$ cat src/disparity_to_point_reprojection_unit_macros.svh
// Assertion helpers shared by the RTL files
`ifndef DISPARITY_TO_POINT_REPROJECTION_UNIT_MACROS_SVH
`define DISPARITY_TO_POINT_REPROJECTION_UNIT_MACROS_SVH

// Implication checked on every rising clock edge outside reset
`define D2P_ASSERT_IMP(label, clk, rst_n, ante, cons, msg) \
    label: assert property (@(posedge clk) disable iff (!rst_n) (ante) |-> (cons)) \
        else $error(msg);

// Next-cycle implication checked outside reset
`define D2P_ASSERT_NXT(label, clk, rst_n, ante, cons, msg) \
    label: assert property (@(posedge clk) disable iff (!rst_n) (ante) |=> (cons)) \
        else $error(msg);

`endif

$ cat src/d2p_pkg.sv
`default_nettype none
package d2p_pkg;

    typedef struct packed {
        logic [15:0] disparity_half;
        logic [7:0]  red;
        logic [7:0]  green;
        logic [7:0]  blue;
    } t_in_item;

    typedef struct packed {
        logic signed [31:0] point_x;
        logic signed [31:0] point_y;
        logic signed [31:0] point_z;
        logic [7:0]         out_red;
        logic [7:0]         out_green;
        logic [7:0]         out_blue;
        logic [11:0]        pixel_column;
        logic [11:0]        pixel_row;
    } t_out_item;

    localparam logic [2:0] REG_FOCAL   = 3'd0;
    localparam logic [2:0] REG_CX      = 3'd1;
    localparam logic [2:0] REG_CY      = 3'd2;
    localparam logic [2:0] REG_NUM     = 3'd3;
    localparam logic [2:0] REG_MIN     = 3'd4;
    localparam logic [2:0] REG_MAX     = 3'd5;
    localparam logic [2:0] REG_FLOOR   = 3'd6;

    localparam int DIV_BITS = 46;  // dividend width: 16+20+8+2 spare
    localparam logic [25:0] DISP_MAX = 26'h3FFFFFF;

    // Which coordinate the divider works on
    typedef enum logic [1:0] {
        SEL_Z = 2'd0,
        SEL_X = 2'd1,
        SEL_Y = 2'd2
    } t_sel;

    typedef enum logic [2:0] {
        ST_IDLE   = 3'd0,
        ST_CHECK  = 3'd1,
        ST_DIV    = 3'd2,
        ST_WAIT   = 3'd3,
        ST_WINDOW = 3'd4,
        ST_OUT    = 3'd5
    } t_state;

    typedef struct packed {
        logic load;     // capture item and convert disparity
        logic mul;      // load divider with selected dividend
        t_sel sel;
        logic store;    // latch quotient of selected coordinate
        logic emit;     // move finished point to the output register
    } t_cmd;

    typedef struct packed {
        logic pass;     // disparity valid, nonzero and not below floor
        logic div_done;
        logic in_window;
        logic out_free;
    } t_sts;

endpackage
`default_nettype wire

$ cat src/d2p_divider.sv
`default_nettype none
// Restoring divider, one quotient bit per cycle
module d2p_divider (
    input  wire                              i_clk,
    input  wire                              i_rst_n,
    input  wire                              i_start,
    input  wire [d2p_pkg::DIV_BITS-1:0]      i_dividend,
    input  wire [25:0]                       i_divisor,
    output logic                             o_done,
    output logic [d2p_pkg::DIV_BITS-1:0]     o_quotient
);
    localparam int CW = $clog2(d2p_pkg::DIV_BITS + 1);

    logic [d2p_pkg::DIV_BITS-1:0] r_quo, n_quo;
    logic [26:0]                  r_rem, n_rem;
    logic [25:0]                  r_dvs;
    logic [CW-1:0]                r_cnt, n_cnt;
    logic                         r_busy, n_busy;
    logic [26:0]                  w_trial;

    always_comb begin
        n_quo  = r_quo;
        n_rem  = r_rem;
        n_cnt  = r_cnt;
        n_busy = r_busy;
        w_trial = {r_rem[25:0], r_quo[d2p_pkg::DIV_BITS-1]};
        if (i_start) begin
            n_quo  = i_dividend;
            n_rem  = '0;
            n_cnt  = CW'(d2p_pkg::DIV_BITS);
            n_busy = 1'b1;
        end else if (r_busy) begin
            if (w_trial >= {1'b0, r_dvs}) begin
                n_rem = w_trial - {1'b0, r_dvs};
                n_quo = {r_quo[d2p_pkg::DIV_BITS-2:0], 1'b1};
            end else begin
                n_rem = w_trial;
                n_quo = {r_quo[d2p_pkg::DIV_BITS-2:0], 1'b0};
            end
            n_cnt = r_cnt - CW'(1);
            if (r_cnt == CW'(1)) begin
                n_busy = 1'b0;
            end
        end
    end

    always_ff @(posedge i_clk) begin
        if (!i_rst_n) begin
            r_busy <= 1'b0;
            r_cnt  <= '0;
        end else begin
            r_busy <= n_busy;
            r_cnt  <= n_cnt;
        end
        r_quo <= n_quo;
        r_rem <= n_rem;
        if (i_start) begin
            r_dvs <= i_divisor;
        end
    end

    assign o_done     = !r_busy;
    assign o_quotient = r_quo;
endmodule
`default_nettype wire

$ cat src/d2p_datapath.sv
`default_nettype none
`include "disparity_to_point_reprojection_unit_macros.svh"
module d2p_datapath #(
    parameter int LINE_PIXELS = 800,
    parameter int FRAME_LINES = 600
) (
    input  wire                  i_clk,
    input  wire                  i_rst_n,
    input  wire                  i_cfg_valid,
    input  wire [2:0]            i_cfg_index,
    input  wire [19:0]           i_cfg_data,
    input  wire d2p_pkg::t_in_item i_item,
    input  wire d2p_pkg::t_cmd   i_cmd,
    output d2p_pkg::t_sts        o_sts,
    input  wire                  i_out_ready,
    output logic                 o_out_valid,
    output d2p_pkg::t_out_item   o_out
);
    logic [19:0] r_focal, r_cx, r_cy;
    logic [15:0] r_num, r_min, r_max, r_floor;

    logic [11:0] r_col, r_row;
    logic [11:0] r_pcol, r_prow;
    logic [7:0]  r_red, r_green, r_blue;
    logic [25:0] r_disp;
    logic        r_ok;
    logic        r_xneg, r_yneg;
    logic [35:0] r_prod;
    logic [d2p_pkg::DIV_BITS-1:0] r_zmag, r_xmag, r_ymag;
    logic        r_out_valid;
    d2p_pkg::t_out_item r_out;

    logic        w_ok;
    logic [25:0] w_disp;
    logic [4:0]  w_e;
    logic [10:0] w_m;
    logic        w_div_done;
    logic [d2p_pkg::DIV_BITS-1:0] w_quo;
    logic [19:0] w_colq, w_rowq;
    logic [19:0] w_opnd;

    // Half to unsigned Q10.16, truncated
    always_comb begin
        w_e    = i_item.disparity_half[14:10];
        w_m    = {1'b1, i_item.disparity_half[9:0]};
        w_ok   = !i_item.disparity_half[15];
        w_disp = '0;
        if (w_e == 5'd31) begin
            if (i_item.disparity_half[9:0] != 10'd0) begin
                w_ok = 1'b0;
            end
            w_disp = d2p_pkg::DISP_MAX;
        end else if (w_e == 5'd0) begin
            w_disp = 26'(i_item.disparity_half[9:8]);
        end else if (w_e >= 5'd25) begin
            w_disp = d2p_pkg::DISP_MAX;
        end else if (w_e >= 5'd9) begin
            w_disp = 26'(w_m) << (w_e - 5'd9);
        end else begin
            w_disp = 26'(w_m >> (5'd9 - w_e));
        end
    end

    always_ff @(posedge i_clk) begin
        if (!i_rst_n) begin
            r_focal <= 20'd0;
            r_cx    <= 20'd102400;
            r_cy    <= 20'd76800;
            r_num   <= 16'd2560;
            r_min   <= 16'd0;
            r_max   <= 16'd1000;
            r_floor <= 16'd7;
        end else if (i_cfg_valid) begin
            case (i_cfg_index)
                d2p_pkg::REG_FOCAL: r_focal <= i_cfg_data;
                d2p_pkg::REG_CX:    r_cx    <= i_cfg_data;
                d2p_pkg::REG_CY:    r_cy    <= i_cfg_data;
                d2p_pkg::REG_NUM:   r_num   <= i_cfg_data[15:0];
                d2p_pkg::REG_MIN:   r_min   <= i_cfg_data[15:0];
                d2p_pkg::REG_MAX:   r_max   <= i_cfg_data[15:0];
                d2p_pkg::REG_FLOOR: r_floor <= i_cfg_data[15:0];
                default: ;
            endcase
        end
    end

    // Raster counters advance on every accepted pixel
    always_ff @(posedge i_clk) begin
        if (!i_rst_n) begin
            r_col <= '0;
            r_row <= '0;
        end else if (i_cmd.load) begin
            if (32'(r_col) + 32'd1 >= 32'(LINE_PIXELS)) begin
                r_col <= '0;
                if (32'(r_row) + 32'd1 >= 32'(FRAME_LINES)) begin
                    r_row <= '0;
                end else begin
                    r_row <= r_row + 12'd1;
                end
            end else begin
                r_col <= r_col + 12'd1;
            end
        end
    end

    assign w_colq = {r_pcol, 8'd0};
    assign w_rowq = {r_prow, 8'd0};

    always_comb begin
        case (i_cmd.sel)
            d2p_pkg::SEL_X: w_opnd = (w_colq >= r_cx) ? w_colq - r_cx : r_cx - w_colq;
            d2p_pkg::SEL_Y: w_opnd = (r_cy >= w_rowq) ? r_cy - w_rowq : w_rowq - r_cy;
            default:        w_opnd = r_focal;
        endcase
    end

    always_ff @(posedge i_clk) begin
        if (i_cmd.load) begin
            r_pcol  <= r_col;
            r_prow  <= r_row;
            r_red   <= i_item.red;
            r_green <= i_item.green;
            r_blue  <= i_item.blue;
            r_disp  <= w_disp;
            r_ok    <= w_ok;
            r_xneg  <= {r_col, 8'd0} < r_cx;
            r_yneg  <= r_cy < {r_row, 8'd0};
        end
        r_prod <= 36'(r_num) * 36'(w_opnd);
        if (i_cmd.store) begin
            case (i_cmd.sel)
                d2p_pkg::SEL_X: r_xmag <= w_quo;
                d2p_pkg::SEL_Y: r_ymag <= w_quo;
                default:        r_zmag <= w_quo;
            endcase
        end
    end

    d2p_divider u_div (
        .i_clk      (i_clk),
        .i_rst_n    (i_rst_n),
        .i_start    (i_cmd.mul),
        .i_dividend ({2'b00, r_prod, 8'd0}),
        .i_divisor  (r_disp),
        .o_done     (w_div_done),
        .o_quotient (w_quo)
    );

    function automatic logic [31:0] sat32(input logic neg,
                                          input logic [d2p_pkg::DIV_BITS-1:0] mag);
        logic [31:0] res;
        if (!neg) begin
            res = (mag > 46'h7FFFFFFF) ? 32'h7FFFFFFF : mag[31:0];
        end else begin
            res = (mag >= 46'h80000000) ? 32'h80000000 : (32'd0 - mag[31:0]);
        end
        return res;
    endfunction

    always_ff @(posedge i_clk) begin
        if (!i_rst_n) begin
            r_out_valid <= 1'b0;
        end else if (i_cmd.emit) begin
            r_out_valid <= 1'b1;
        end else if (i_out_ready) begin
            r_out_valid <= 1'b0;
        end
        if (i_cmd.emit) begin
            r_out.point_x      <= sat32(r_xneg, r_xmag);
            r_out.point_y      <= sat32(r_yneg, r_ymag);
            r_out.point_z      <= sat32(1'b1, r_zmag);
            r_out.out_red      <= r_red;
            r_out.out_green    <= r_green;
            r_out.out_blue     <= r_blue;
            r_out.pixel_column <= r_pcol;
            r_out.pixel_row    <= r_prow;
        end
    end

    assign o_sts.pass      = r_ok && (r_disp != 26'd0) && (r_disp >= 26'(r_floor));
    assign o_sts.div_done  = w_div_done;
    assign o_sts.in_window = (r_zmag >= 46'({r_min, 8'd0}))
                             && (r_zmag <= 46'({r_max, 8'd0}));
    assign o_sts.out_free  = !r_out_valid || i_out_ready;
    assign o_out_valid     = r_out_valid;
    assign o_out           = r_out;

    `D2P_ASSERT_IMP(a_emit_free, i_clk, i_rst_n, i_cmd.emit, o_sts.out_free,
        "point emitted over an untaken result")
    `D2P_ASSERT_NXT(a_hold_out, i_clk, i_rst_n, r_out_valid && !i_out_ready && !i_cmd.emit,
        r_out_valid && $stable(r_out), "result changed while stalled")
    `D2P_ASSERT_IMP(a_z_neg, i_clk, i_rst_n, r_out_valid, r_out.point_z[31] ||
        r_out.point_z == 32'd0, "depth must not be positive")
endmodule
`default_nettype wire

$ cat src/d2p_control.sv
`default_nettype none
`include "disparity_to_point_reprojection_unit_macros.svh"
module d2p_control (
    input  wire             i_clk,
    input  wire             i_rst_n,
    input  wire             i_in_valid,
    output logic            o_in_ready,
    output d2p_pkg::t_cmd   o_cmd,
    input  wire d2p_pkg::t_sts i_sts
);
    d2p_pkg::t_state r_state, n_state;
    d2p_pkg::t_sel   r_sel, n_sel;
    logic            r_go, n_go;  // product is registered in the cycle before divide

    always_comb begin
        n_state = r_state;
        n_sel   = r_sel;
        n_go    = 1'b0;
        case (r_state)
            d2p_pkg::ST_IDLE: begin
                if (i_in_valid) begin
                    n_state = d2p_pkg::ST_CHECK;
                end
            end
            d2p_pkg::ST_CHECK: begin
                if (i_sts.pass) begin
                    n_sel   = d2p_pkg::SEL_Z;
                    n_state = d2p_pkg::ST_DIV;
                end else begin
                    n_state = d2p_pkg::ST_IDLE;
                end
            end
            d2p_pkg::ST_DIV: begin
                // product settles this cycle, start divide next
                n_go    = 1'b1;
                n_state = d2p_pkg::ST_WAIT;
            end
            d2p_pkg::ST_WAIT: begin
                if (!r_go && i_sts.div_done) begin
                    case (r_sel)
                        d2p_pkg::SEL_Z: n_state = d2p_pkg::ST_WINDOW;
                        d2p_pkg::SEL_X: begin
                            n_sel   = d2p_pkg::SEL_Y;
                            n_state = d2p_pkg::ST_DIV;
                        end
                        default: n_state = d2p_pkg::ST_OUT;
                    endcase
                end
            end
            d2p_pkg::ST_WINDOW: begin
                if (i_sts.in_window) begin
                    n_sel   = d2p_pkg::SEL_X;
                    n_state = d2p_pkg::ST_DIV;
                end else begin
                    n_state = d2p_pkg::ST_IDLE;
                end
            end
            d2p_pkg::ST_OUT: begin
                if (i_sts.out_free) begin
                    n_state = d2p_pkg::ST_IDLE;
                end
            end
            default: n_state = d2p_pkg::ST_IDLE;
        endcase
    end

    always_comb begin
        o_in_ready  = 1'b0;
        o_cmd       = '0;
        o_cmd.sel   = r_sel;
        case (r_state)
            d2p_pkg::ST_IDLE:  begin
                o_in_ready = 1'b1;
                o_cmd.load = i_in_valid;
            end
            d2p_pkg::ST_WAIT:  begin
                o_cmd.mul   = r_go;
                o_cmd.store = !r_go && i_sts.div_done;
            end
            d2p_pkg::ST_OUT:   o_cmd.emit = i_sts.out_free;
            default: ;
        endcase
    end

    always_ff @(posedge i_clk) begin
        if (!i_rst_n) begin
            r_state <= d2p_pkg::ST_IDLE;
            r_sel   <= d2p_pkg::SEL_Z;
            r_go    <= 1'b0;
        end else begin
            r_state <= n_state;
            r_sel   <= n_sel;
            r_go    <= n_go;
        end
    end

    `D2P_ASSERT_IMP(a_ready_idle, i_clk, i_rst_n, o_in_ready, r_state == d2p_pkg::ST_IDLE,
        "input taken outside idle")
    `D2P_ASSERT_NXT(a_go_pulse, i_clk, i_rst_n, r_go, !r_go, "divide start held")
    `D2P_ASSERT_IMP(a_one_cmd, i_clk, i_rst_n, 1'b1,
        $countones({o_cmd.load, o_cmd.mul, o_cmd.store, o_cmd.emit}) <= 1,
        "conflicting commands")
endmodule
`default_nettype wire

$ cat src/disparity_to_point_reprojection_unit.sv
// A kept point passes the disparity check, the z divide, the depth window step, the x
// and y divides and the output step; the three divides run one after another on a
// single serial divider.
// A new pixel is taken only in idle, after the last one was dropped on its disparity
// or by the depth window or its result went out; a stalled result holds the unit.
// Reset (synchronous, active low) clears counters, control and output valid, and
// sets the configuration registers to their documented values.
`default_nettype none
module disparity_to_point_reprojection_unit #(
    parameter int LINE_PIXELS = 800,
    parameter int FRAME_LINES = 600
) (
    input  wire                   i_clk,
    input  wire                   i_rst_n,
    input  wire                   i_cfg_valid,
    output logic                  o_cfg_ready,
    input  wire [2:0]             i_cfg_index,
    input  wire [19:0]            i_cfg_data,
    input  wire                   i_in_valid,
    output logic                  o_in_ready,
    input  wire d2p_pkg::t_in_item i_in,
    output logic                  o_out_valid,
    input  wire                   i_out_ready,
    output d2p_pkg::t_out_item    o_out
);
    d2p_pkg::t_cmd w_cmd;
    d2p_pkg::t_sts w_sts;

    assign o_cfg_ready = 1'b1;

    d2p_control u_ctrl (
        .i_clk      (i_clk),
        .i_rst_n    (i_rst_n),
        .i_in_valid (i_in_valid),
        .o_in_ready (o_in_ready),
        .o_cmd      (w_cmd),
        .i_sts      (w_sts)
    );

    d2p_datapath #(
        .LINE_PIXELS (LINE_PIXELS),
        .FRAME_LINES (FRAME_LINES)
    ) u_dp (
        .i_clk       (i_clk),
        .i_rst_n     (i_rst_n),
        .i_cfg_valid (i_cfg_valid),
        .i_cfg_index (i_cfg_index),
        .i_cfg_data  (i_cfg_data),
        .i_item      (i_in),
        .i_cmd       (w_cmd),
        .o_sts       (w_sts),
        .i_out_ready (i_out_ready),
        .o_out_valid (o_out_valid),
        .o_out       (o_out)
    );
endmodule
`default_nettype wire

$ cat config.mk
export PLATFORM = sky130hd
export DESIGN_NAME = disparity_to_point_reprojection_unit
export DESIGN_NICKNAME = d
export VERILOG_FILES = /design/src/d2p_pkg.sv /design/src/d2p_divider.sv /design/src/d2p_datapath.sv /design/src/d2p_control.sv /design/src/disparity_to_point_reprojection_unit.sv
export VERILOG_INCLUDE_DIRS = /design/src /design/src/src
export SDC_FILE = /design/constraint.sdc
export NUM_CORES = 2
export LEC_CHECK = 0
export BUFFER_PORTS_ARGS = -buffer_cell sky130_fd_sc_hd__buf_2
export CELL_PAD_IN_SITES_DETAIL_PLACEMENT = 1
export CELL_PAD_IN_SITES_GLOBAL_PLACEMENT = 1
export CORE_ASPECT_RATIO = 1.75
export CORE_MARGIN = 2
export CORE_UTILIZATION = 50
export CTS_CLUSTER_SIZE = 12
export DETAILED_ROUTE_END_ITERATION = 8
export GPL_TIMING_DRIVEN = 0
export PLACE_DENSITY_LB_ADDON = 0.05
export RECOVER_POWER = 100
export SLEW_MARGIN = 25
export SYNTH_ARGS = -nofsm -noshare
export SYNTH_HDL_FRONTEND = slang
export SYNTH_SLANG_ARGS = --single-unit
$ cat constraint.sdc
create_clock -name i_clk -period 9.56 [get_ports i_clk]
set_clock_uncertainty 0.05 [all_clocks]
set_input_delay 0.956 -clock i_clk [delete_from_list [all_inputs] [get_ports i_clk]]
set_output_delay 0.956 -clock i_clk [all_outputs]
set_load 0.01 [all_outputs]
### Word-level counts from Yosys, hierarchy flattened

Cells that the tools add are included.
Widths: inputs -> output; s select.

| word-level totals | value |
|---|---|
| flip-flop bits (word level) | 655 |
| bits of input ports | 68 |
| output and inout bits | 147 |
| logic and storage cells | 177 |

| cells by class | value |
|---|---|
| add/sub/neg operators | 15 |
| multipliers | 1 |
| order comparisons | 17 |
| equality and inequality tests | 21 |
| shifts and indexed selects | 2 |
| mux-type cells | 45 |
| bitwise gates (word level) | 2 |
| reductions and logical operators | 33 |

Operators with widths:

| operator | count |
|---|---|
| $mux 32 | 6 |
| $ge 46x32->1 const B | 3 |
| $mux 26 | 4 |
| $sub 1x32->32 const A | 3 |
| $gt 46x31->1 const B | 2 |
| $mux 44 | 2 |
| $sub 20x20->20 | 4 |
| $ge 32x10->1 const B | 2 |
| $ge 46x24->1 | 1 |
| $le 46x24->1 | 1 |
| $ge 20x20->1 | 2 |
| $lt 20x20->1 | 2 |
| $mux 20 | 2 |
| $pmux 20 s2 | 1 |
| $mul 16x20->36 | 1 |
| $ge 27x26->1 | 1 |
| $add 12x1->13 const B | 2 |
| $ge 26x16->1 | 1 |
| $reduce_bool 26->1 | 1 |
| $shl 11x5->26 | 1 |
| $shr 11x5->26 | 1 |
| $sub 26x26->26 | 1 |
| $add 12x1->12 const B | 2 |
| $mux 12 | 2 |
| other kinds (35) | 88 |

### Depth between registers and ports, before layout

| logic depth | value |
|---|---|
| word-level depth | 5 |
| mapped depth | 34 |
| depth with buffers taken out | 32 |

### By module

Synthesis repeated with hierarchy kept, for this count alone.

| second synthesis, totals | value |
|---|---|
| cell total of the unflattened synthesis | 4,486 |
| area, all modules | 44,238.7 sq um |

By module, submodules not included:

| module | instances | cells each | area each (sq um) | seq. area each (sq um) |
|---|---|---|---|---|
| d2p_datapath | 1 | 3,909 | 38,051.5 | 14,483.9 |
| d2p_divider | 1 | 530 | 5,790.6 | 2,822.7 |
| d2p_control | 1 | 45 | 385.4 | 120.1 |
| disparity_to_point_reprojection_unit | 1 | 2 | 11.3 | 0.0 |

### Least setup slack after synthesis

No wires, ideal clock.

| path | value |
|---|---|
| kind | reg2reg |
| start | register u_dp.r_prow[0] |
| end | register u_dp.r_prod[35] |
| arrival time | 8.294 ns |
| required time | 9.390 ns |
| slack | 1.096 ns |
| cell stages (with the launch flop) | 30 |
| buffers on the path | 2 |
| period minus slack after synthesis | 8.464 ns |
| cells stage by stage | edfxtp_1 ha_1 fa_1 nand3b_1 and2_1 o221a_2 a21oi_2 clkbuf_1 o211ai_1 a31oi_1 clkbuf_1 nand2_1 fa_1 inv_1 fa_1 fa_1 fa_1 fa_1 inv_1 fa_1 inv_1 ha_1 a21o_1 a21o_1 a221o_1 a22o_1 a211oi_1 o21ai_0 a21oi_1 xnor2_1 |

| between the ends | value |
|---|---|
| word-level cells in the longest chain between the ends | 4 |
| elaborated cells on any way between the ends | 6 |
| classes of those cells | add/sub (2); mul (1); order compare (1); mux (2) |

RTL lines:

| what | line | text |
|---|---|---|
| start, declared | d2p_datapath.sv:23 | `logic [11:0] r_pcol, r_prow;` |
| start signal, assigned | d2p_datapath.sv:120 | `r_prow <= r_row;` |
| $sub 20x20->20 / $ge 20x20->1 (equally long branches) | d2p_datapath.sv:112 | `d2p_pkg::SEL_Y: w_opnd = (r_cy >= w_rowq) ? r_cy - w_rowq : w_rowq - r_cy;` |
| $mux 20 (*) | d2p_datapath.sv:112 |  |
| $pmux 20 s2 (*) | d2p_datapath.sv:110 | `case (i_cmd.sel)` |
| $mul 16x20->36 (*) | d2p_datapath.sv:129 | `r_prod <= 36'(r_num) * 36'(w_opnd);` |
| end signal, assigned | d2p_datapath.sv:129 |  |
| end, declared | d2p_datapath.sv:28 | `logic [35:0] r_prod;` |

Every way passes the cells marked *; elsewhere a longest branch is shown, timed or not.
A chain may end at the register's enable or synchronous reset.

### Final worst setup path

| path | value |
|---|---|
| start | register u_dp.r_pcol[9] |
| end | register u_dp.r_prod[35] |

| between the ends | value |
|---|---|
| word-level cells in the longest chain between the ends | 4 |
| elaborated cells on any way between the ends | 6 |
| classes of those cells | add/sub (2); mul (1); order compare (1); mux (2) |

RTL lines:

| what | line | text |
|---|---|---|
| start, declared | d2p_datapath.sv:23 |  |
| start signal, assigned | d2p_datapath.sv:119 | `r_pcol <= r_col;` |
| $sub 20x20->20 / $ge 20x20->1 (equally long branches) | d2p_datapath.sv:111 | `d2p_pkg::SEL_X: w_opnd = (w_colq >= r_cx) ? w_colq - r_cx : r_cx - w_colq;` |
| $mux 20 (*) | d2p_datapath.sv:111 |  |
| $pmux 20 s2 (*) | d2p_datapath.sv:110 |  |
| $mul 16x20->36 (*) | d2p_datapath.sv:129 |  |

Marks and branches as above.

==> results by group <==
CTS
  – Clock slew at reported path FFs: 0.06 ns
  – CTS H-tree depth: 3
  – Root buf cell: clkbuf_16
  – CTS tree: built
  – Hold buffer count at cts: 0
  – CTS max path bufs: 3
  – Sink Count: 655
  – CTS Buf Count: 68
  – Skew-Pair Late Insertion Delay: 0.65 ns

Placement
  – Placed Area: 45800 um^2
  – Final RePlAce weighted congestion: 0.925
  – Detailed placement HPWL: 114000 um
  – Count of input and output buffers: 208

Synth
  – Synth async-reset ratio: 0%
  – Post-synth EDFFs: 421
  – Cell variety after synth: 97
  – YS warnings: 0
  – Syn Inst Count: 4387
  – Syn nets: 4978
  – Mapped Area: 43000 um^2
  – Sequential area share after synthesis: 40.3%
  – Post-Syn Area per Cell: 9.79 um^2
  – Top cells by area, synth: edfxtp_1 (29%), fa_1 (12%), dfxtp_1 (11%)
  – Most used DFF post-synth: edfxtp_1
  – Yosys top cell area share: 29.4%
  – Most area-hungry cell type in the Yosys netlist: edfxtp_1
  – FF+latch count, synth: 655

Critical path
  – Startpoint Class: register
  – Slowest-stage cell, CP: fa_1
  – Length in cells of the worst reg-to-reg path: 32
  – Worst-path fanout max: 10
  – Crit-path max cell delay: 0.57 ns
  – Crit path required time: 10.02 ns
  – Worst path most repeated cell: fa_1
  – Crit. End Element: register
  – CP arrival: 9.74 ns
  – Critical path class: reg2reg

Floorplanning
  – Core area: 85500 um^2
  – Initial core utilization: 50.3%
  – Die X-Extent: 226 um
  – Die Area: 88400 um^2
  – Io pins: 215
  – Die Ht: 392 um
  – FP Rows: 142

Power
  – Reg power frac: 49.5%
  – Net Sw Frac: 25.2%
  – Peak supply drop: 0.109 mV
  – Cell Pwr Density: 130 nW/um^2
  – Net Sw Power: 1.58 mW
  – Clk pwr share: 40.8%
  – Int Power: 4.68 mW
  – Logic pwr share: 9.7%
  – Leak: 19.0 nW

Hold path
  – Type of the worst min-delay path: reg2reg
  – Hold depth: 0

GRT
  – Total Routing Usage GR: 33.2%
  – Vias in the first global route: 37800
  – Global-route wire length before repair: 221000 um
  – Congestion Overflow GR: 0
  – Initial antenna violation count: 5
  – Largest net degree at the start of global routing: 52

Timing
  – Max-slew headroom: -93.9%
  – Max Slew Vio Count: 183
  – Worst-Margin Slew: 2.91 ns
  – Setup violators final: 0
  – Fin crit period: 9.28 ns
  – Post-route clock period utilization: 97.1%
  – FMAX: 108 MHz
  – RSZ-0062 raised after global routing: false
  – Hold Fails Final Rpt: 0
  – Post-route setup TNS: 0 ns

Drt
  – Routed WL: 144000 um
  – DRC Markers: 0
  – 1st-iter DRT viols: 2018
  – Routed wire per std cell: 24.3 um
  – DR vias: 34700
  – Drt via density: 5.86
  – Initial DRT Pass Iterations: 5
  – Antenna Nets Post-Route: 0

Flow run
  – Max_cap viols: 5

Final layout
  – Final #Nets: 5313
  – Finished Cell Area: 48000 um^2
  – Share of cells above drive strength 1: 6.19%
  – Fillers: 9746
  – Layout area overhead: 11.8%
  – Commonest non-fill, non-tap cell in the layout: nand2_1
  – Most frequent cells in the layout: nand2_1 (646), inv_1 (465), edfxtp_1 (421)

Outcome
  – Status: complete, but fails checks
  – Failing checks: capacitance limit, slew limit
==> power groups by stage <==
stage | logic [mW] | clock network [mW] | registers [mW]
2_1_floorplan | 0.377 | 0 | 3.14
3_3_place_gp | 0.558 | 0 | 3.16
3_5_place_dp | 0.577 | 0 | 3.16
4_1_cts | 0.589 | 2.60 | 3.10
5_1_grt | 0.660 | 2.69 | 3.11
6_report | 0.604 | 2.56 | 3.10
==> kinds of logic (layout without fill, tap and decap cells) <==
family          Yosys count  count (layout)  synth area share, %
buf+inv                 668            1050                 5.89
xor+xnor                112             112                 2.28
simple gates           1505            1505                 16.7
other cells               1               5              0.00873
compound gates          851             851                 13.3
mux                      72              72                 1.82
flops                   655             655                 40.3
fa+ha+maj               523             523                 19.7
==> layout make-up <==
cell class                      instances  area (um^2)  area share [%]
Tap cell                             1152         1440            3.00
Inverter                              469         1760            3.67
Buffer                                197          841            1.75
Antenna cell                            4         10.0          0.0208
Timing Repair Buffer                  267         1190            2.49
Multi-Input combinational cell       3064        23400            48.8
Clock buffer                          101         1870            3.89
Sequential cell                       655        17300            36.1
Clock inverter                         16          156           0.326
==> layer usage <==
| layer | part of all wire (%) | GRT usage [%] |
|---|---|---|
| met3 | 3.9 | 3.80 |
| met2 | 53 | 62.4 |
| met4 | 7.1 | 21.1 |
| met1 | 36 | 34.7 |
| met5 | 0 | 0 |
==> per-stage QoR <==
step | instances | hold slack [ns] | utilization [%] | worst slack, ns | power (mW)
after floorplan | 4387 | 0.350 | - | 1.10 | 3.52
after global placement | 5747 | 0.350 | 53.2 | -2.03 | 3.72
after detailed placement | 5780 | 0.356 | 53.6 | -1.39 | 3.74
after CTS | 5904 | 0.368 | 56.4 | 0.00786 | 6.29
after global routing | 5922 | 0.371 | 56.2 | 0.00367 | 6.45
final | 5925 | 0.368 | 56.2 | 0.276 | 6.26
==> Yosys cell counts (17+ instances only) <==
library cell,instances
nor3_1,82
a221o_1,17
o21a_1,28
buf_1,24
nand2_1,646
xnor2_1,60
nand4_1,36
mux2i_1,53
fa_1,253
and3_1,41
a21oi_1,159
and2_1,122
xor2_1,52
nor2_1,230
o311ai_0,38
a21o_1,58
a21boi_0,120
nor2b_1,43
edfxtp_1,421
nand2b_1,40
o21ai_0,181
dfxtp_1,234
a31oi_1,35
inv_1,464
o211ai_1,33
or3_1,26
nand3_1,109
ha_1,270
a211oi_1,22
clkbuf_1,164
o22ai_1,22
nor4_1,43
==> critical path, delay by kind of cell, from the launching register on <==
kind | cells | cell delay (ns)
AOI/OAI and AO/OA | 9 | 2.23
xor gates and xnor gates | 1 | 0.23
adders and majority gates | 8 | 3.72
buffers and inverters | 8 | 0.85
DFF | 1 | 0.41
muxes | 1 | 0.32
and+or+nand+nor | 5 | 1.30
==> timing repair <==
| action | in CTS | in global routing |
|---|---|---|
| pin swaps | 10 | 15 |
| setup endpoints to repair | 22 | 12 |
| resized for setup | 73 | 42 |
| setup buffers | 7 | 19 |
| endpoints found under the hold margin | 0 | 0 |
==> worst paths after layout <==
check,start,to,slack [ns]
hold / removal,u_dp.r_blue[4],u_dp.o_out[28],0.37
setup / recovery,u_dp.r_pcol[9],u_dp.r_prod[35],0.28
hold reg to reg,u_dp.r_blue[4],u_dp.o_out[28],0.37
setup reg to reg,u_dp.r_pcol[9],u_dp.r_prod[35],0.28
==> sequential cells by signal, summed over array words and instances, names as in the netlist, 16 cells and up <==
signal,count
u_dp.o_out,144
u_dp.r_cx,20
u_dp.r_cy,20
u_dp.r_disp,26
u_dp.r_floor,16
u_dp.r_focal,20
u_dp.r_max,16
u_dp.r_min,16
u_dp.r_num,16
u_dp.r_prod,36
u_dp.r_xmag,46
u_dp.r_ymag,46
u_dp.r_zmag,46
u_dp.u_div.o_quotient,46
u_dp.u_div.r_dvs,26
u_dp.u_div.r_rem,26
No activity file was read; power rests on OpenSTA's default activity.
